`src/hdl/mlhc_pkg.sv`:
```
// Package for the multi-level hysteresis comparator: types, widths and codes.
`default_nettype none
package mlhc_pkg;

  localparam int LEVEL_BITS    = 3;
  localparam int SAMPLE_BITS   = 16;
  localparam int BOUND_BITS    = 16;
  localparam int ZONE_REGS     = 4;
  localparam int ZONE_IDX_BITS = 2;
  localparam int CFG_IDX_BITS  = 3;
  localparam int CFG_DATA_BITS = 32;

  localparam logic [LEVEL_BITS-1:0] MAX_ZONES = 3'd4;
  localparam logic [BOUND_BITS-1:0] BOUND_MAX = '1;

  // Configuration register indexes.
  localparam logic [CFG_IDX_BITS-1:0] REG_ZONE_COUNT = 3'd0;
  localparam logic [CFG_IDX_BITS-1:0] REG_ZONE0      = 3'd1;

  typedef enum logic {
    OP_SAMPLE = 1'b0,
    OP_CLEAR  = 1'b1
  } mlhc_op_t;

  typedef struct packed {
    mlhc_op_t                 operation;
    logic [SAMPLE_BITS-1:0]   sample;
  } mlhc_in_t;

  typedef struct packed {
    logic [LEVEL_BITS-1:0] level;
    logic                  changed_flag;
  } mlhc_out_t;

  // Zone set-up with bounds already ordered.
  typedef struct packed {
    logic [LEVEL_BITS-1:0]                 count;
    logic [ZONE_REGS-1:0][BOUND_BITS-1:0]  lower;
    logic [ZONE_REGS-1:0][BOUND_BITS-1:0]  upper;
  } mlhc_zone_cfg_t;

endpackage
`default_nettype wire

```
`src/hdl/mlhc_zone_regs.sv`:
```
// Configuration registers: clamped zone count and ordered deadzone bounds.
`default_nettype none
module mlhc_zone_regs (
  input  logic                                 clk,
  input  logic                                 rst,
  input  logic                                 cfg_write,
  input  logic [mlhc_pkg::CFG_IDX_BITS-1:0]    cfg_index,
  input  logic [mlhc_pkg::CFG_DATA_BITS-1:0]   cfg_data,
  output mlhc_pkg::mlhc_zone_cfg_t             zones
);
  import mlhc_pkg::*;

  logic [BOUND_BITS-1:0] bound_a;
  logic [BOUND_BITS-1:0] bound_b;
  logic                  a_smaller;

  assign bound_a   = cfg_data[BOUND_BITS-1:0];
  assign bound_b   = cfg_data[2*BOUND_BITS-1:BOUND_BITS];
  assign a_smaller = bound_a < bound_b;

  always_ff @(posedge clk) begin
    if (rst) begin
      zones <= '0;
    end else if (cfg_write) begin
      if (cfg_index == REG_ZONE_COUNT) begin
        zones.count <= (cfg_data[LEVEL_BITS-1:0] > MAX_ZONES) ? MAX_ZONES
                                                              : cfg_data[LEVEL_BITS-1:0];
      end
      // Order the two bounds on write so the datapath sees lower <= upper.
      for (int k = 0; k < ZONE_REGS; k++) begin
        if (cfg_index == CFG_IDX_BITS'(REG_ZONE0 + CFG_IDX_BITS'(k))) begin
          zones.lower[k] <= a_smaller ? bound_a : bound_b;
          zones.upper[k] <= a_smaller ? bound_b : bound_a;
        end
      end
    end
  end

endmodule
`default_nettype wire

```
`src/hdl/mlhc_level_unit.sv`:
```
// Level state and one-step hysteresis decision for a registered item.
`default_nettype none
module mlhc_level_unit (
  input  logic                      clk,
  input  logic                      rst,
  input  logic                      step,
  input  mlhc_pkg::mlhc_in_t        item,
  input  mlhc_pkg::mlhc_zone_cfg_t  zones,
  output mlhc_pkg::mlhc_out_t       result
);
  import mlhc_pkg::*;

  logic [LEVEL_BITS-1:0]    current_level;
  logic [LEVEL_BITS-1:0]    level_next;
  logic                     level_changed;
  logic                     changed_next;
  logic [ZONE_IDX_BITS-1:0] below_idx;
  logic [BOUND_BITS-1:0]    lower_th;
  logic [BOUND_BITS-1:0]    upper_th;

  always_comb begin
    below_idx = ZONE_IDX_BITS'(current_level - LEVEL_BITS'(1));
    // Floor at level zero, ceiling at or above the zone count.
    lower_th  = (current_level != '0) ? zones.lower[below_idx] : '0;
    upper_th  = (current_level < zones.count)
                ? zones.upper[current_level[ZONE_IDX_BITS-1:0]] : BOUND_MAX;
    level_next   = current_level;
    changed_next = level_changed;
    unique case (item.operation)
      OP_CLEAR: begin
        changed_next = 1'b0;
      end
      OP_SAMPLE: begin
        if (item.sample < lower_th) begin
          level_next   = current_level - LEVEL_BITS'(1);
          changed_next = 1'b1;
        end else if (item.sample > upper_th) begin
          level_next   = current_level + LEVEL_BITS'(1);
          changed_next = 1'b1;
        end
      end
    endcase
  end

  always_ff @(posedge clk) begin
    if (rst) begin
      current_level <= '0;
      level_changed <= 1'b0;
    end else if (step) begin
      current_level <= level_next;
      level_changed <= changed_next;
    end
  end

  assign result.level        = level_next;
  assign result.changed_flag = changed_next;

endmodule
`default_nettype wire

```
`src/hdl/multi_level_hysteresis_comparator.sv`:
```
// Top level of the multi-level hysteresis comparator.
//
//   channel  direction  handshake              payload
//   in       input      in_valid / in_ready    in_item  (operation, sample)
//   out      output     out_valid / out_ready  out_item (level, changed_flag)
//   cfg      input      cfg_write              cfg_index, cfg_data
//
// One transaction per cycle sustained while the output is not stalled; each one passes
// through the input register and then the result register.
// The level decision (two 16-bit compares and a step) sits between the two registers.
// rst is synchronous: both stages empty, level and changed flag zero, config registers zero.
// A stalled output holds its result; the input register still fills behind it.
`default_nettype none
module multi_level_hysteresis_comparator (
  input  logic                                clk,
  input  logic                                rst,
  input  logic                                in_valid,
  output logic                                in_ready,
  input  mlhc_pkg::mlhc_in_t                  in_item,
  output logic                                out_valid,
  input  logic                                out_ready,
  output mlhc_pkg::mlhc_out_t                 out_item,
  input  logic                                cfg_write,
  input  logic [mlhc_pkg::CFG_IDX_BITS-1:0]   cfg_index,
  input  logic [mlhc_pkg::CFG_DATA_BITS-1:0]  cfg_data
);
  import mlhc_pkg::*;

  logic           stage_valid;
  mlhc_in_t       stage_item;
  logic           advance;
  mlhc_zone_cfg_t zones;
  mlhc_out_t      result;

  assign advance  = stage_valid && (!out_valid || out_ready);
  assign in_ready = !stage_valid || advance;

  mlhc_zone_regs u_zone_regs (
    .clk       (clk),
    .rst       (rst),
    .cfg_write (cfg_write),
    .cfg_index (cfg_index),
    .cfg_data  (cfg_data),
    .zones     (zones)
  );

  mlhc_level_unit u_level_unit (
    .clk    (clk),
    .rst    (rst),
    .step   (advance),
    .item   (stage_item),
    .zones  (zones),
    .result (result)
  );

  always_ff @(posedge clk) begin
    if (rst) begin
      stage_valid <= 1'b0;
    end else if (in_ready) begin
      stage_valid <= in_valid;
    end
  end

  always_ff @(posedge clk) begin
    if (in_ready && in_valid) begin
      stage_item <= in_item;
    end
  end

  always_ff @(posedge clk) begin
    if (rst) begin
      out_valid <= 1'b0;
    end else if (advance) begin
      out_valid <= 1'b1;
    end else if (out_ready) begin
      out_valid <= 1'b0;
    end
  end

  always_ff @(posedge clk) begin
    if (advance) begin
      out_item <= result;
    end
  end

endmodule
`default_nettype wire

```
`config.mk`:
```
export PLATFORM = sky130hd
export DESIGN_NAME = multi_level_hysteresis_comparator
export DESIGN_NICKNAME = d
export VERILOG_FILES = /design/src/hdl/mlhc_pkg.sv /design/src/hdl/mlhc_zone_regs.sv /design/src/hdl/mlhc_level_unit.sv /design/src/hdl/multi_level_hysteresis_comparator.sv
export SDC_FILE = /design/constraint.sdc
export NUM_CORES = 1
export LEC_CHECK = 0
export BUFFER_PORTS_ARGS = -buffer_cell sky130_fd_sc_hd__clkbuf_2
export CAP_MARGIN = 20
export CELL_PAD_IN_SITES_DETAIL_PLACEMENT = 0
export CELL_PAD_IN_SITES_GLOBAL_PLACEMENT = 1
export CORE_UTILIZATION = 34
export CTS_CLUSTER_DIAMETER = 50
export DETAILED_ROUTE_END_ITERATION = 12
export GPL_TIMING_DRIVEN = 0
export PLACE_DENSITY_LB_ADDON = 0.05
export SYNTH_ARGS = -nofsm -noshare
export SYNTH_HDL_FRONTEND = slang
export SYNTH_SLANG_ARGS = --single-unit
```
`constraint.sdc`:
```
create_clock -name clk -period 4.6 [get_ports clk]
set_input_delay 0.23 -clock clk [delete_from_list [all_inputs] [get_ports clk]]
set_output_delay 0.23 -clock clk [all_outputs]
set_load 0.01 [all_outputs]
```
Word level (Yosys, flattened, before mapping)
Index checks and enable logic that the tools add are counted.
{"block": "totals", "in_bits": 57, "wordCells": 62, "output_inout_bits": 6, "ff_bits": 158}
{"block": "op_classes", "order_cmp": 7, "bitwise": 1, "n_eq_ne": 4, "addsub": 2, "reduce_logical": 14, "n_mux": 17}
{"operator": "$mux W16", "count": 6}
{"operator": "$bmux W16 S2", "count": 2}
{"operator": "$lt A16 B16 Y1", "count": 2}
{"operator": "$gt A16 B16 Y1", "count": 1}
{"operator": "$mux W3", "count": 4}
{"operator": "$reduce_and A2 Y1", "count": 5}
{"operator": "$eq A3 B2 Y1 const B", "count": 2}
{"operator": "$lt A2 B3 Y1 const B", "count": 2}
{"operator": "$mux W1", "count": 4}
{"operator": "$add A3 B1 Y3 const B", "count": 1}
{"operator": "$eq A3 B1 Y1 const B", "count": 1}
{"operator": "$eq A3 B3 Y1 const B", "count": 1}
{"operator": "$gt A3 B3 Y1 const B", "count": 1}
{"operator": "$logic_not A3 Y1", "count": 1}
{"operator": "$lt A3 B3 Y1", "count": 1}
{"operator": "$reduce_bool A3 Y1", "count": 1}
{"operator": "$sub A3 B1 Y3 const B", "count": 1}
{"operator": "$logic_and A1 B1 Y1", "count": 2}
{"operator": "$logic_not A1 Y1", "count": 2}
{"operator": "$logic_or A1 B1 Y1", "count": 2}
{"operator": "$pmux W1 S2", "count": 1}
{"operator": "$reduce_bool A2 Y1", "count": 1}
{"operator": "$not A1 Y1", "count": 1}

Longest topological paths before layout
Gate-level depths: netlist (run 1).
{"block": "depth", "depth_word": 7, "ltp_mapped": 16, "ltp_nobuf": 14}

Cells and area by module
Synthesis (run 1) repeated with hierarchy kept, for this count alone.
{"block": "hier_totals", "hier_cells": 817, "area_unflattened_um2": 8247.9}
{"module": "mlhc_zone_regs", "cells_per_inst": 576, "area_each_um2": 5489.0, "seq_area_each_um2": 2622.5, "instances": 1}
{"module": "mlhc_level_unit", "cells_per_inst": 210, "area_each_um2": 2024.4, "seq_area_each_um2": 80.1, "instances": 1}
{"module": "multi_level_hysteresis_comparator", "cells_per_inst": 31, "area_each_um2": 734.5, "seq_area_each_um2": 670.6, "instances": 1}

Least setup slack after synthesis (run 1)
OpenSTA, ideal clock, no wires.
{"block": "synth_path", "path_kind": "reg2reg", "start": "reg u_level_unit.current_level[1]", "end": "reg u_level_unit.current_level[2]", "arrival_ns": 4.350, "setup_slack_ns": 0.126, "path_stages_with_launch": 16, "setup_ns": 0.123, "path_buffers": 3, "required_ns": 4.477, "period_less_slack_ns": 4.474, "path_cell_list": "dfxtp_1 clkbuf_1 inv_1 ha_1 buf_1 clkbuf_1 mux4_2 nand2_1 ha_1 nand3_1 a21boi_0 a311o_1 a211o_1 and4_1 a31oi_1 mux2_1"}
{"block": "synth_between", "elab_chain_cells": 7, "word_cells_on_any_way": 15, "cone_classes": "add/sub: 2; order compare: 3; mux: 9; reduce/logical: 1"}
{"element": "from (decl)", "line_no": "mlhc_level_unit.sv:13", "rtl": "logic [LEVEL_BITS-1:0] current_level;"}
{"element": "from (signal assigned)", "line_no": "mlhc_level_unit.sv:50", "rtl": "current_level <= level_next;"}
{"element": "$sub A3 B1 Y3 / $bmux W16 S2 (equally long branches)", "line_no": "mlhc_level_unit.sv:35, mlhc_level_unit.sv:26"}
{"element": "$bmux W16 S2 / $mux W16 (equally long branches)", "line_no": "mlhc_level_unit.sv:24, mlhc_level_unit.sv:26"}
{"element": "$mux W16, on equally long branches", "line_no": "mlhc_level_unit.sv:24, mlhc_level_unit.sv:26"}
{"element": "$mux W16 / $gt A16 B16 Y1 (equally long branches)", "line_no": "mlhc_level_unit.sv:24, mlhc_level_unit.sv:37"}
{"element": "$lt A16 B16 Y1 / $mux W3 (equally long branches)", "line_no": "mlhc_level_unit.sv:34, mlhc_level_unit.sv:37"}
{"element": "$mux W3 (*)", "line_no": "mlhc_level_unit.sv:34", "rtl": "if (item.sample < lower_th) begin"}
{"element": "$mux W3 (*)", "line_no": "mlhc_level_unit.sv:29", "rtl": "unique case (item.operation)"}
Every way passes the cells marked *; elsewhere a longest branch is shown, timed or not. The select of a mux whose other input is x is not followed.
A chain may end at the register's enable or synchronous reset.

Worst setup path after layout (run 1)
{"block": "layout_path", "start": "reg u_level_unit.current_level[0]", "end": "reg u_level_unit.current_level[2]"}
The elaborated chain is that of the path after synthesis.

==> results of run 1 <==
## state kept, by name, indices dropped and copies added (netlist names)
| register | cells |
|---|---|
| out_item | 4 |
| stage_item | 17 |
| out_valid | 1 |
| u_zone_regs.zones | 131 |
| stage_valid | 1 |
| u_level_unit.current_level | 3 |
| u_level_unit.level_changed | 1 |
## final timing paths
kind	from	endpoint	slack (ps)	cells after the start
max	u_level_unit.current_level[0]$_SDFFE_PP0P_	u_level_unit.current_level[2]$_SDFFE_PP0P_	250	13
max reg2reg	u_level_unit.current_level[0]$_SDFFE_PP0P_	u_level_unit.current_level[2]$_SDFFE_PP0P_	250	13
min	in_valid	stage_valid$_SDFFE_PP0N_	20	3
min reg2reg	u_zone_regs.zones[128]$_SDFFE_PP0P_	u_zone_regs.zones[128]$_SDFFE_PP0P_	480	2
## cell type report
cell class	count	share of cell area, %
clock inverters	14	1.60
flip-flops and latches	158	37.8
plain buffers	53	2.47
repair buffers	80	5.46
multi-input cells	527	42.8
well taps	275	3.85
clock buffers	18	5.04
inverters	24	1.01
## Yosys cell counts (all sizes together) (2+ instances only)
cell and instances:
nand3 6, edfxtp 21, ha 51, nand4 10, o21ai 133, mux4 32, inv 23, mux2i 32
nor2b 6, a21boi 3, dfxtp 137, a41oi 2, a211oi 2, a21o 10, buf 8, a31oi 3
nor2 32, nand2 25, nor3 4, and4 2, a21oi 151, clkbuf 46, and2 2, nand2b 4
o211ai 3
## power by group through the flow
| stage | Combinational [uW] | Sequential, uW | Clock [uW] |
|---|---|---|---|
| final | 483 | 1490 | 1440 |
| after global routing | 532 | 1490 | 1510 |
| after CTS | 484 | 1490 | 1460 |
| after detailed placement | 467 | 1520 | 0 |
| after global placement | 458 | 1510 | 0 |
| after floorplan | 295 | 1500 | 0 |
## cells by family after synthesis
group	Yosys count	synth area share, %
adders and majority gates	51	8.52
DFF	158	45.1
muxes	65	14.1
xor gates and xnor gates	2	0.234
and+or+nand+nor	97	6.13
AOI/OAI and AO/OA	312	22.0
buffers and inverters	78	4.03
## through the flow
step,power [uW],cells,hold WS (ps)
2_1_floorplan,1800,763,329
6_report,3410,1149,21.0
3_3_place_gp,1970,1100,410
5_1_grt,3540,1149,39.6
4_1_cts,3430,1149,20.2
3_5_place_dp,1980,1101,409
## critical path, cell delays in order (launching register included)
cell and delay, ps:
sky130_fd_sc_hd__dfxtp_1 340, sky130_fd_sc_hd__buf_4 210, sky130_fd_sc_hd__clkdlybuf4s15_1 730, sky130_fd_sc_hd__clkbuf_2 450, sky130_fd_sc_hd__mux4_2 420, sky130_fd_sc_hd__nand2_1 120, sky130_fd_sc_hd__ha_1 260, sky130_fd_sc_hd__a21oi_1 150
sky130_fd_sc_hd__a21boi_0 100, sky130_fd_sc_hd__a311o_1 350, sky130_fd_sc_hd__a211o_1 340, sky130_fd_sc_hd__and4_1 210, sky130_fd_sc_hd__a31oi_1 210, sky130_fd_sc_hd__mux2_1 340
## routing by layer
layer,track usage [%],vias to the layer above,share of wire [%]
met5,0,-,0
met4,9.49,0,2.8
met1,31.0,3141,44
met3,4.67,33,6.8
li1,-,3022,-
met2,38.1,234,46
## repair_timing
item / CTS / global route
resized for setup: 4 / 6
hold buffers: 17 / 0
endpoints found under the setup margin: 8 / 2
gates cloned: 0 / 0
endpoints found under the hold margin: 17 / 0
==> flow_results.org, run 1 <==
** Job
- Max-cap violation count :: 0

** Global routing
- The via count of the first global-routing pass came to 6,474.
- The first global-routing pass estimated 38.7 mm of wire.
- GR Util All Layers :: 23.7%
- Entering global routing, the biggest net connects 18 pins.
- Leftover overflow at the end of global routing :: 0
- Antenna violations before repair :: 0

** Routing
- Number of optimization iterations in the first detailed-route pass :: 5
- The routed layout has 6,430 vias.
- After detailed routing, the number of vias per cell comes to 5.60.
- After detailed routing, the number of remaining DRC violations is 0.
- Remaining antenna violation count after routing :: 0
- DRT Wirelength :: 25.5 mm
- Number of DRC violations after detailed-routing iteration 0 :: 501
- WL per Instance :: 22.2 um

** Place
- Port bufs :: 62
- Worst-case setup slack after placement :: -1110 ps
- Routability-driven placement finished with a final weighted congestion of 0.824.
- HPWL Detailed :: 18.7 mm
- Once placement finished, the instance area stood at 8150 um^2.

** Clock tree
- Clock latency on the worst-skew pair, taken at its later pin, is 430 ps.
- Clock tree from TritonCTS :: done
- The tree is rooted in a sky130_fd_sc_hd__clkbuf_16.
- Post-CTS timing repair inserted 0 buffers for setup.
- Clock slew at the register clock pins of the worst setup and hold paths :: 70 ps
- The clock drives 158 sinks.
- Clock Path Buffers :: 2
- In this run, CTS created clock tree buffers numbering 17.
- In this run the number of H-tree levels came out at 4.

** Yosys
- Proportion of synthesized chip area in sequential cells :: 45.1%
- Synthesis-stage register bit count :: 158
- Cell taking the most area after synthesis :: sky130_fd_sc_hd__dfxtp_1
- Post-synth ARST share :: 0%
- Synth Flop Type :: sky130_fd_sc_hd__dfxtp_1
- Counting flops with a built-in enable in the synthesized netlist gives 21.
- Number of synthesis warnings :: 0
- Of the post-synthesis cell area, the dominant cell type holds 36.6%.
- The number of nets handed over by synthesis was 871.
- The average instance in the mapped netlist occupies 9.81 um^2.
- Yosys attributes the largest share of cell area to sky130_fd_sc_hd__dfxtp_1 (37%), sky130_fd_sc_hd__a21oi_1 (10%), sky130_fd_sc_hd__mux4_2 (9.6%), sky130_fd_sc_hd__o21ai_0 (8.8%), sky130_fd_sc_hd__ha_1 (8.5%).
- After technology mapping, the gate count stands at 763.
- Post-synthesis instance area :: 7490 um^2
- The synthesized netlist contains 45 unique library cells.

** Die
- Once the floorplan was initialized, standard cells occupied 35.2% of the core.
- Core region area :: 21,300 um^2
- Number of top-level design ports :: 63
- Cell row count :: 53
- The floorplan step set the die height to 150 um.
- Die Footprint :: 22,600 um^2
- Measured along the x axis, the die boundary spans 150 um.

** Pwr
- The share of total power dissipated in sequential elements is 43.6%.
- Total net switching power :: 973 uW
- Design internal power :: 2430 uW
- Combinational share of power :: 14.2%
- P_leak :: 0.00362 uW
- Dividing total power by cell area gives a power density of 381 nW/um^2.
- VDD sags by at most 0.226 mV.
- The clock network is responsible for 42.2% of the overall power.
- Share of total power consumed by net switching :: 28.6%

** Layout
- Sequential cell area :: 3370 um^2
- Antenna Cells :: 0
- The multi-input combinational cells in the finished layout cover a total of 3820 um^2.
- Post-route cell area :: 8930 um^2
- Most used cells in the layout excluding fill and tap cells :: sky130_fd_sc_hd__a21oi_1 (151), sky130_fd_sc_hd__dfxtp_1 (137), sky130_fd_sc_hd__o21ai_0 (132), sky130_fd_sc_hd__clkbuf_2 (64), sky130_fd_sc_hd__ha_1 (50)
- Cells fill 42.0% of the core in the end.
- The post-route netlist has 15.8% of its cells at a drive strength greater than 1.
- The net count of the finished layout is 969.
- Most common cell after layout, fill and taps aside :: sky130_fd_sc_hd__a21oi_1
- P&R area growth vs syn :: 19.3%
- Filler cell count in the final layout :: 2,110

** Timing
- Final WS setup :: 254 ps
- Number of setup violations in the final report :: 0
- The worst pin sits at a relative slew slack of 35.3%.
- The worst path in the final design needs a cycle of 4350 ps, including I/O delays and setup.
- The count of final max-slew check failures is 0.
- Final critical-path share of the clock period :: 94.5%
- Final sum of negative setup slack :: 0 ps
- Endpoints failing hold :: 0
- Unrepaired setup endpoints after global routing :: no
- Slew of the pin with the lowest slew margin :: 967 ps
- Timing-limited maximum frequency :: 230 MHz
- Final worst clock skew :: 10.9 ps

** Setup path
- For the worst setup path, the data required time is 4920 ps.
- The critical path is of the flop to flop type.
- Arrival @ worst endpoint :: 4670 ps
- Critical path endpoint category :: flop
- In this run the worst path has a maximum fanout of 10.
- STA classifies the critical path startpoint as a flop.

** Status
- Result of the run :: finished clean

** Worst hold path
- In this run the worst hold path is classified as input port to flop.
No activity file was read; power rests on OpenSTA's default activity.
==> inputs of run 2 (changes only) <==
--- a/config.mk
+++ b/config.mk
@@ -9,11 +9,12 @@
 export CAP_MARGIN = 20
 export CELL_PAD_IN_SITES_DETAIL_PLACEMENT = 0
 export CELL_PAD_IN_SITES_GLOBAL_PLACEMENT = 1
-export CORE_UTILIZATION = 34
+export CORE_UTILIZATION = 25
 export CTS_CLUSTER_DIAMETER = 50
 export DETAILED_ROUTE_END_ITERATION = 12
 export GPL_TIMING_DRIVEN = 0
 export PLACE_DENSITY_LB_ADDON = 0.05
+export SKIP_LAST_GASP = 1
 export SYNTH_ARGS = -nofsm -noshare
 export SYNTH_HDL_FRONTEND = slang
 export SYNTH_SLANG_ARGS = --single-unit
==> flow_results.org, run 2 (synthesis gave the netlist of run 1 again) <==
** Status
- The flow ran to the end, and the final reports show no timing, DRC or antenna violations.

** Place
- Final weighted congestion in routability-driven placement :: 0.785 (-4.8%)
- Port bufs :: 62 (unchanged)
- The placed instance area came to 8280 um^2 (+1.6%).
- The estimated wirelength of the detail-placed design was 20.7 mm (+11%).
- Number of placed cells counting well taps :: 1,210 (+9.9%)

** Routing
- Post-route DRC :: 0 (unchanged)
- Number of DRC violations after detailed-routing iteration 0 :: 344 (-31%)
- Via count normalized by instance count :: 5.06 (-9.5%)
- The wire length per cell after detailed routing was 21.8 um (-2.0%).
- Remaining antenna violation count after routing :: 0 (unchanged)
- The detailed-routing iteration count for the pre-antenna-repair pass came to 4 (-1).
- The sum of routed wire length over all layers was 27.4 mm (+7.2%).
- The total vias in the final route is 6,359 (-1.1%).

** Clock tree
- The count of H-tree levels built during CTS was 4 (unchanged).
- The maximum root-to-sink buffer count is 2 (unchanged).
- CTS Buf Count :: 17 (unchanged)
- Clock slew at the register clock pins of the worst setup and hold paths :: 70 ps (about the same)
- Clock tree from TritonCTS :: done
- The source-to-sink clock delay at the later pin of the worst-skew pair was 430 ps (about the same).
- Number of sinks driven by the clock tree :: 158 (unchanged)
- Clock Tree Root :: sky130_fd_sc_hd__clkbuf_16

** Layout
- P&R area growth vs syn :: 21.2%
- Antenna Cells :: 0 (unchanged)
- The number of flip-flops under the largest register name was 131 (unchanged).
- Share of layout cells above drive strength 1 :: 15.8% (+0.036 points)
- The post-route cell area was 9070 um^2 (+1.6%).
- The top cell types in the final layout, fill and taps aside, are sky130_fd_sc_hd__a21oi_1 (151), sky130_fd_sc_hd__dfxtp_1 (137), sky130_fd_sc_hd__o21ai_0 (132), sky130_fd_sc_hd__clkbuf_2 (64), sky130_fd_sc_hd__ha_1 (50).
- The library cell used most frequently in the layout, excluding fill and tap cells, is sky130_fd_sc_hd__a21oi_1.
- Post-layout nets :: 967 (-0.21%)
- The largest registers in the layout are u_zone_regs.zones: 131 flops, stage_item: 17 flops, out_item: 4 flops.
- Counting flops per register, the top entry is u_zone_regs.zones.
- Count of placed standard cells in the final layout, fillers left out :: 1,256 (+9.3%)

** Setup path
- The peak per-stage delay on the critical path is 610 ps (-120 ps).
- Critical path cell sequence :: buf_2 -> inv_1 -> ha_4 -> mux4_2 -> nand2_1 -> ha_1 -> a21oi_1 -> nand4_1 -> a311o_1 -> a211o_1 -> and4_1 -> a31oi_1 -> mux2_1
- Arrival @ worst endpoint :: 4590 ps (-80 ps)
- The worst setup path is captured at a flop.
- STA classifies the critical path startpoint as a flop.
- Critical path peak fanout :: 20 (+10)
- The startpoint identified for the worst register-to-register timing path is u_level_unit.current_level[1]$_SDFFE_PP0P_.
- The buffers plus inverters on the worst setup path was 2 (-1).
- Critical register-to-register path endpoint :: u_level_unit.current_level[2]$_SDFFE_PP0P_
- Required time of the worst setup path :: 4920 ps (about the same)
- The register-to-register setup slack was 330 ps (+80 ps).
- The number of cells on the worst reg-to-reg path was 13 (unchanged).
- Crit-path leading delay family :: compound AO/OA/AOI/OAI gates
- The largest individual stage delay along the critical path comes from the cell sky130_fd_sc_hd__mux4_2.
- Worst setup path category :: flop to flop

** Timing
- Unrepaired setup endpoints after global routing :: no
- Fin. max-slew vios :: 0 (unchanged)
- Slew of the pin with the lowest slew margin :: 926 ps (-41.3 ps)
- The shortest clock period the worst path allows after layout is 4270 ps (-75.2 ps).
- The worst relative slew slack came to 38.1% (+2.8 points).
- The final clock skew is 13.2 ps (+2.30 ps).
- Endpoints failing hold :: 0 (unchanged)
- The ratio of final minimum period to clock period came to 92.8% (-1.6 points).
- The maximum frequency from static timing analysis came to 234 MHz (+1.8%).
- The post-route worst hold slack is 29.7 ps (+8.75 ps).
- Number of setup violations in the final report :: 0 (unchanged)

** Pwr
- The standby leakage power is 0.00360 uW (-0.49%).
- The power dissipated by switching net loads was 962 uW (-1.1%).
- The switching share of power was 28.0% (-0.56 points).
- Design internal power :: 2480 uW (+1.7%)
- Portion of total power attributed to sequential cells :: 43.3% (-0.3 points)
- Combinational share of power :: 14.2% (about the same)
- The clock share of power is 42.5% (+0.3 points).
- The worst-case vdd ir drop came to 0.234 mV (+3.8%).
- Power density relative to cell area :: 379 nW/um^2 (-0.64%)

** Die
- Initial Util :: 25.7% (-9.4 points)
- The overall die area was 30,600 um^2 (+35%).
- Cell row count :: 62 (+17%)
- Die X :: 175 um (+16%)
- Core region area :: 29,100 um^2 (+37%)
- The I/O pin total was 63 (unchanged).
- Floorplan die height :: 175 um (+16%)

** Worst hold path
- HP Start :: in_valid
- Worst hold endpoint :: stage_valid$_SDFFE_PP0N_
- The hold path depth came to 3 (unchanged).
- The min-delay analysis places its worst path in the category input port to flop.

** Global routing
- The first-pass GRT wire length is 41.1 mm (+6.2%).
- Antenna violations before repair :: 0 (unchanged)
- Leftover overflow at the end of global routing :: 0 (unchanged)
- Via count of the first global-routing pass :: 6,450 (-0.37%)
- The global-route total usage across every layer came to 18.3% (-5.3 points).
- The pin count of the biggest net entering global routing came to 18 (unchanged).

** Job
- Max-cap violation count :: 0 (unchanged)
-- run 2: changes by cell type in the layout (fill, tap and decap cells not counted), moves of 2 or more --
cell | before | now
sky130_fd_sc_hd__clkinvlp_4 | 1 | 4
sky130_fd_sc_hd__clkbuf_8 | 0 | 2
sky130_fd_sc_hd__buf_4 | 2 | 0
sky130_fd_sc_hd__inv_8 | 3 | 1
sky130_fd_sc_hd__inv_6 | 5 | 3
sky130_fd_sc_hd__clkinv_2 | 2 | 0
-- run 2: area by class of cell --
cell class / count / area (um^2)
timing repair buffer: 80 / 485
clock buffer: 19 / 453
multi-input combinational: 527 / 3830
clock inverter: 13 / 154
buffer: 51 / 206
tap: 384 / 480
sequential: 158 / 3370
inverter: 24 / 90.1
fill: 3013 / 20000
-- run 2: worst max path at each step --
stage | from | to | slack, ps | cells past startpoint
floorplan | u_level_unit.current_level[1]$_SDFFE_PP0P_ | u_level_unit.current_level[2]$_SDFFE_PP0P_ | 130 | 15
finish | u_level_unit.current_level[1]$_SDFFE_PP0P_ | u_level_unit.current_level[2]$_SDFFE_PP0P_ | 330 | 13
CTS | u_level_unit.current_level[0]$_SDFFE_PP0P_ | u_level_unit.current_level[2]$_SDFFE_PP0P_ | 120 | 14
global placement | u_level_unit.current_level[1]$_SDFFE_PP0P_ | u_level_unit.current_level[2]$_SDFFE_PP0P_ | -1290 | 15
global route | u_level_unit.current_level[1]$_SDFFE_PP0P_ | u_level_unit.current_level[2]$_SDFFE_PP0P_ | 100 | 13
detailed placement | u_level_unit.current_level[1]$_SDFFE_PP0P_ | u_level_unit.current_level[2]$_SDFFE_PP0P_ | -1270 | 15
-- run 2: worst register-to-register path, stage by stage (launching register included) --
cell,delay [ps]
sky130_fd_sc_hd__dfxtp_1,380
sky130_fd_sc_hd__buf_2,320
sky130_fd_sc_hd__inv_1,180
sky130_fd_sc_hd__ha_4,570
sky130_fd_sc_hd__mux4_2,620
sky130_fd_sc_hd__nand2_1,100
sky130_fd_sc_hd__ha_1,240
sky130_fd_sc_hd__a21oi_1,170
sky130_fd_sc_hd__nand4_1,110
sky130_fd_sc_hd__a311o_1,400
sky130_fd_sc_hd__a211o_1,350
sky130_fd_sc_hd__and4_1,210
sky130_fd_sc_hd__a31oi_1,170
sky130_fd_sc_hd__mux2_1,340
-- run 2: power groups by stage --
stage / logic, uW / registers, uW / clock network [uW]
after floorplan: 295 / 1500 / 0
after detailed placement: 481 / 1520 / 0
after CTS: 497 / 1490 / 1500
final: 489 / 1490 / 1460
after global routing: 540 / 1490 / 1560
after global placement: 474 / 1520 / 0
-- run 2: per-stage QoR --
step	setup slack, ps	TNS, ps	power [uW]	utilization [%]
floorplan	126	0	1800	-
global placement	-1290	-8800	1990	28.5
detailed placement	-1270	-8540	2000	28.5
CTS	118	0	3480	31.2
global route	96.3	0	3590	31.2
finish	329	0	3440	31.2
-- run 2: per-layer routing --
| layer | vias up | part of all wire, % | GRT usage (%) |
|---|---|---|---|
| li1 | 3009 | - | - |
| met2 | 178 | 45 | 29.0 |
| met4 | 0 | 2.0 | 5.54 |
| met5 | - | 0 | 0 |
| met3 | 23 | 4.5 | 3.05 |
| met1 | 3149 | 48 | 25.5 |
-- run 2: timing repair --
item,in CTS,in global routing
hold endpoints to repair,17,0
gates resized for setup,5,5
hold buffers,17,0
setup buffers,0,0
pin swaps,0,1
setup endpoints to repair,8,6
==> inputs of run 3 (changes only) <==
--- a/config.mk
+++ b/config.mk
@@ -13,8 +13,10 @@
 export CTS_CLUSTER_DIAMETER = 50
 export DETAILED_ROUTE_END_ITERATION = 12
 export GPL_TIMING_DRIVEN = 0
+export MAX_ROUTING_LAYER = met4
 export PLACE_DENSITY_LB_ADDON = 0.05
 export SKIP_LAST_GASP = 1
 export SYNTH_ARGS = -nofsm -noshare
 export SYNTH_HDL_FRONTEND = slang
+export SYNTH_HIERARCHICAL = 1
 export SYNTH_SLANG_ARGS = --single-unit
==> flow_results.org, run 3 <==
** Setup path
- Required time of the worst setup path :: 4780 ps (-140 ps)
- Cell type of the slowest stage on the worst timing path :: sky130_fd_sc_hd__ha_2
- Worst setup path category :: flop to flop
- The arrival time of the worst setup path is 4450 ps (-140 ps).
- The worst setup path is launched from a flop.
- The number of cells on the worst reg-to-reg path is 13 (unchanged).
- Critical path endpoint category :: flop
- Critical path cell sequence :: clkbuf_2 -> inv_1 -> ha_2 -> clkbuf_2 -> mux4_2 -> nand2_1 -> ha_1 -> o21ai_0 -> a211oi_1 -> a221o_1 -> a21oi_2 -> mux2i_1 -> xnor2_1
- The peak per-stage delay on the critical path was 620 ps (about the same).
- The biggest fanout along the worst timing path is 12 (-40%).
- In this design, the critical path's most frequently occurring cell is sky130_fd_sc_hd__clkbuf_2.

** Clock tree
- CTS Buf Count :: 17 (unchanged)
- Number of sinks driven by the clock tree :: 158 (unchanged)
- The tree is rooted in a sky130_fd_sc_hd__clkbuf_16.
- H-Tree Level Count :: 4 (unchanged)
- The clock slew seen by the registers of the worst setup and hold paths came to 60 ps (about the same).
- Clock tree from TritonCTS :: done
- The source-to-sink clock delay at the later pin of the worst-skew pair is 440 ps (about the same).
- Clock Path Buffers :: 2 (unchanged)

** Timing
- The setup slack of the critical path after layout was 329 ps (+0.0600 ps).
- The maximum frequency from static timing analysis came to 234 MHz (about the same).
- Number of setup violations in the final report :: 0 (unchanged)
- Final min period :: 4270 ps (-0.0600 ps)
- The ratio of final minimum period to clock period was 92.8% (about the same).
- Fin. max-slew vios :: 0 (unchanged)
- The post-route worst hold slack is 35.0 ps (+5.33 ps).
- Unrepaired setup endpoints after global routing :: no
- The final clock skew was 13.1 ps (-0.0415 ps).
- The worst relative slew slack was 33.1% (-5.0 points).
- The slew of the pin with the lowest slew margin is 1000 ps (+77.9 ps).
- The final hold violation count was 0 (unchanged).

** Yosys
- Cells after synthesis :: 817 (+7.1%)
- Net Count, Synth :: 925 (+6.2%)
- Proportion of synthesized chip area in sequential cells :: 40.9% (-4.2 points)
- Yosys attributes the largest share of cell area to sky130_fd_sc_hd__dfxtp_1 (33%), sky130_fd_sc_hd__a311oi_1 (13%), sky130_fd_sc_hd__mux4_2 (8.7%), sky130_fd_sc_hd__ha_1 (7.7%), sky130_fd_sc_hd__edfxtp_1 (7.6%).
- The number of enable flip-flop cells after synthesis came to 21 (unchanged).
- Proportion of netlist area held by the largest area contributor :: 33.3% (-3.4 points)
- Most numerous cell in the Yosys netlist :: sky130_fd_sc_hd__nor2_1
- Post-synth ARST share :: 0% (unchanged)
- Post-synthesis instance area :: 8250 um^2 (+10%)
- In the synthesized netlist the dominant register cell turns out to be sky130_fd_sc_hd__dfxtp_1.
- The synthesized area per cell is 10.1 um^2 (+2.9%).
- Cell taking the most area after synthesis :: sky130_fd_sc_hd__dfxtp_1
- The number of warnings printed during yosys synthesis was 6 (+6).
- Unique cell type count in the Yosys netlist :: 59 (+31%)
- The total of flip-flops plus latches after synthesis was 158 (unchanged).
- Commonest cells in the synthesized netlist :: sky130_fd_sc_hd__nor2_1 (154), sky130_fd_sc_hd__dfxtp_1 (137), sky130_fd_sc_hd__a311oi_1 (123), sky130_fd_sc_hd__clkbuf_1 (52), sky130_fd_sc_hd__ha_1 (51)

** Place
- The number of port buffers came to 62 (unchanged).
- The post-placement worst setup slack came to -827 ps (+439 ps).
- The placed instance area came to 9110 um^2 (+10%).
- HPWL Detailed :: 25.7 mm (+24%)
- The routability congestion estimate from global placement came to 0.795 (+1.3%).

** Pwr
- The portion of total power attributed to combinational logic was 20.4% (+6.2 points).
- Share of total power consumed by net switching :: 30.6% (+2.6 points)
- The power dissipated by switching net loads was 1130 uW (+18%).
- Largest vdd supply drop :: 0.256 mV (+9.6%)
- P_leak :: 0.00341 uW (-5.4%)
- The cell internal power dissipation is 2570 uW (+4.0%).
- The register share of total power is 40.3% (-3.0 points).
- The areal power density over the cells came to 375 nW/um^2 (-0.92%).
- The clock share of power is 39.3% (-3.2 points).

** Routing
- Remaining antenna violation count after routing :: 0 (unchanged)
- DRT Wirelength :: 34.3 mm (+25%)
- The detailed-routing iteration count for the pre-antenna-repair pass is 5 (+1).
- Number of DRC violations after detailed-routing iteration 0 :: 481 (+40%)
- WL per Instance :: 25.1 um (+15%)
- Post-route DRC :: 0 (unchanged)
- The number of vias per cell is 5.38 (+6.4%).
- The total vias in the final route was 7,372 (+16%).

** Layout
- P&R area growth vs syn :: 19.8%
- The largest registers in the layout are u_zone_regs/zones: 131 flops, stage_item: 17 flops, out_item: 4 flops.
- Utilization of the core after routing :: 30.4% (-0.83 points)
- Antenna Cells :: 0 (unchanged)
- Flip-flop count of the largest register, all copies and words added :: 131 (unchanged)
- Most used cells in the layout excluding fill and tap cells :: sky130_fd_sc_hd__nor2_1 (154), sky130_fd_sc_hd__dfxtp_1 (137), sky130_fd_sc_hd__a311oi_1 (123), sky130_fd_sc_hd__clkbuf_2 (64), sky130_fd_sc_hd__clkbuf_1 (53)
- Post-route cell area :: 9880 um^2 (+8.9%)
- Ranked by flip-flop count, first place goes to u_zone_regs/zones.
- Leaving out fill and tap cells, the most frequent cell in the layout is sky130_fd_sc_hd__nor2_1.
- The net count of the finished layout came to 1,022 (+5.7%).
- The fraction of layout cells with a size suffix above 1 was 19.2% (+3.4 points).

** Die
- The initial core utilization was 25.3% (-0.38 points).
- The die span in x came to 184 um (+4.9%).
- The height of the die came to 184 um (+4.9%).
- The I/O pin total was 63 (unchanged).
- The number of placement rows was 66 (+6.5%).
- Die Footprint :: 33,700 um^2 (+10%)
- Core region area :: 32,500 um^2 (+12%)

** Global routing
- The via count of the first global-routing pass came to 7,287 (+13%).
- The global-route total usage across every layer was 21.5% (+3.2 points).
- The global-route congestion overflow total was 0 (unchanged).
- Largest net degree at the start of global routing :: 18 (unchanged)
- The number of antenna violations at the first check in global routing is 0 (unchanged).
- Global-route wire length before repair :: 49.8 mm (+21%)

** Job
- The max-cap check violation count was 0 (unchanged).

** Worst hold path
- Tightest Hold Check Type :: input port to flop
- The hold path depth came to 3 (unchanged).

** Status
- The flow ran to the end, and the final reports show no timing, DRC or antenna violations.
[run 3: cell families after synthesis]
logic type / share of synthesized area [%]
xor+xnor: 0.212
fa+ha+maj: 7.74
buf+inv: 4.99
flops: 40.9
compound gates: 21.5
mux: 9.22
simple gates: 15.4
[run 3: final cells by class]
| type | instances | area, um^2 |
|---|---|---|
| buffer | 65 | 305 |
| tap | 442 | 553 |
| clock inverter | 10 | 130 |
| inverter | 28 | 105 |
| sequential | 158 | 3370 |
| timing repair buffer | 79 | 480 |
| clock buffer | 22 | 465 |
| fill | 3424 | 22700 |
| multi-input combinational | 565 | 4470 |
[run 3: path summary, 6_finish.rpt]
path                                         end                                  startpoint  slack [ps]
max                        out_item[3]$_DFFE_PP_  u_level_unit/current_level[1]$_SDFFE_PP0P_         330
min                     stage_valid$_SDFFE_PP0P_                                    in_valid          40
max reg2reg                out_item[3]$_DFFE_PP_  u_level_unit/current_level[1]$_SDFFE_PP0P_         330
min reg2reg  u_zone_regs/zones[128]$_SDFFE_PP0P_         u_zone_regs/zones[128]$_SDFFE_PP0P_         450
[run 3: critical path, delay by kind of cell, from the launching register on]
family | cells | cell delay, ps
AOI/OAI and AO/OA | 4 | 1000
xor gates and xnor gates | 1 | 80
adders and majority gates | 2 | 850
buffers and inverters | 3 | 920
DFF | 1 | 370
muxes | 2 | 660
and+or+nand+nor | 1 | 110
[run 3: timing repair]
item	in CTS	in global routing
setup buffers	0	0
gates resized for setup	3	0
endpoints found under the setup margin	8	0
hold buffers	17	0
endpoints found under the hold margin	17	0
[run 3: power by group through the flow]
stage / clock [uW] / combinational (uW) / sequential [uW]
after floorplan: 0 / 475 / 1510
after global placement: 0 / 733 / 1520
after detailed placement: 0 / 750 / 1520
after CTS: 1490 / 764 / 1490
after global routing: 1570 / 834 / 1500
final: 1460 / 757 / 1490
[run 3: per-stage QoR]
step	setup TNS, ps	power, uW	instances
CTS	0	3750	1369
finish	0	3710	1369
global placement	-5510	2260	1321
floorplan	0	1990	817
global route	0	3900	1369
detailed placement	-5650	2270	1321
[run 3: layer usage]
layer | GRT usage (%) | share of wire, % | vias up
met3 | 3.37 | 5.7 | 37
met1 | 28.0 | 45 | 3689
met5 | - | 0 | -
met2 | 34.5 | 48 | 308
met4 | 6.03 | 1.6 | 0
li1 | - | - | 3338
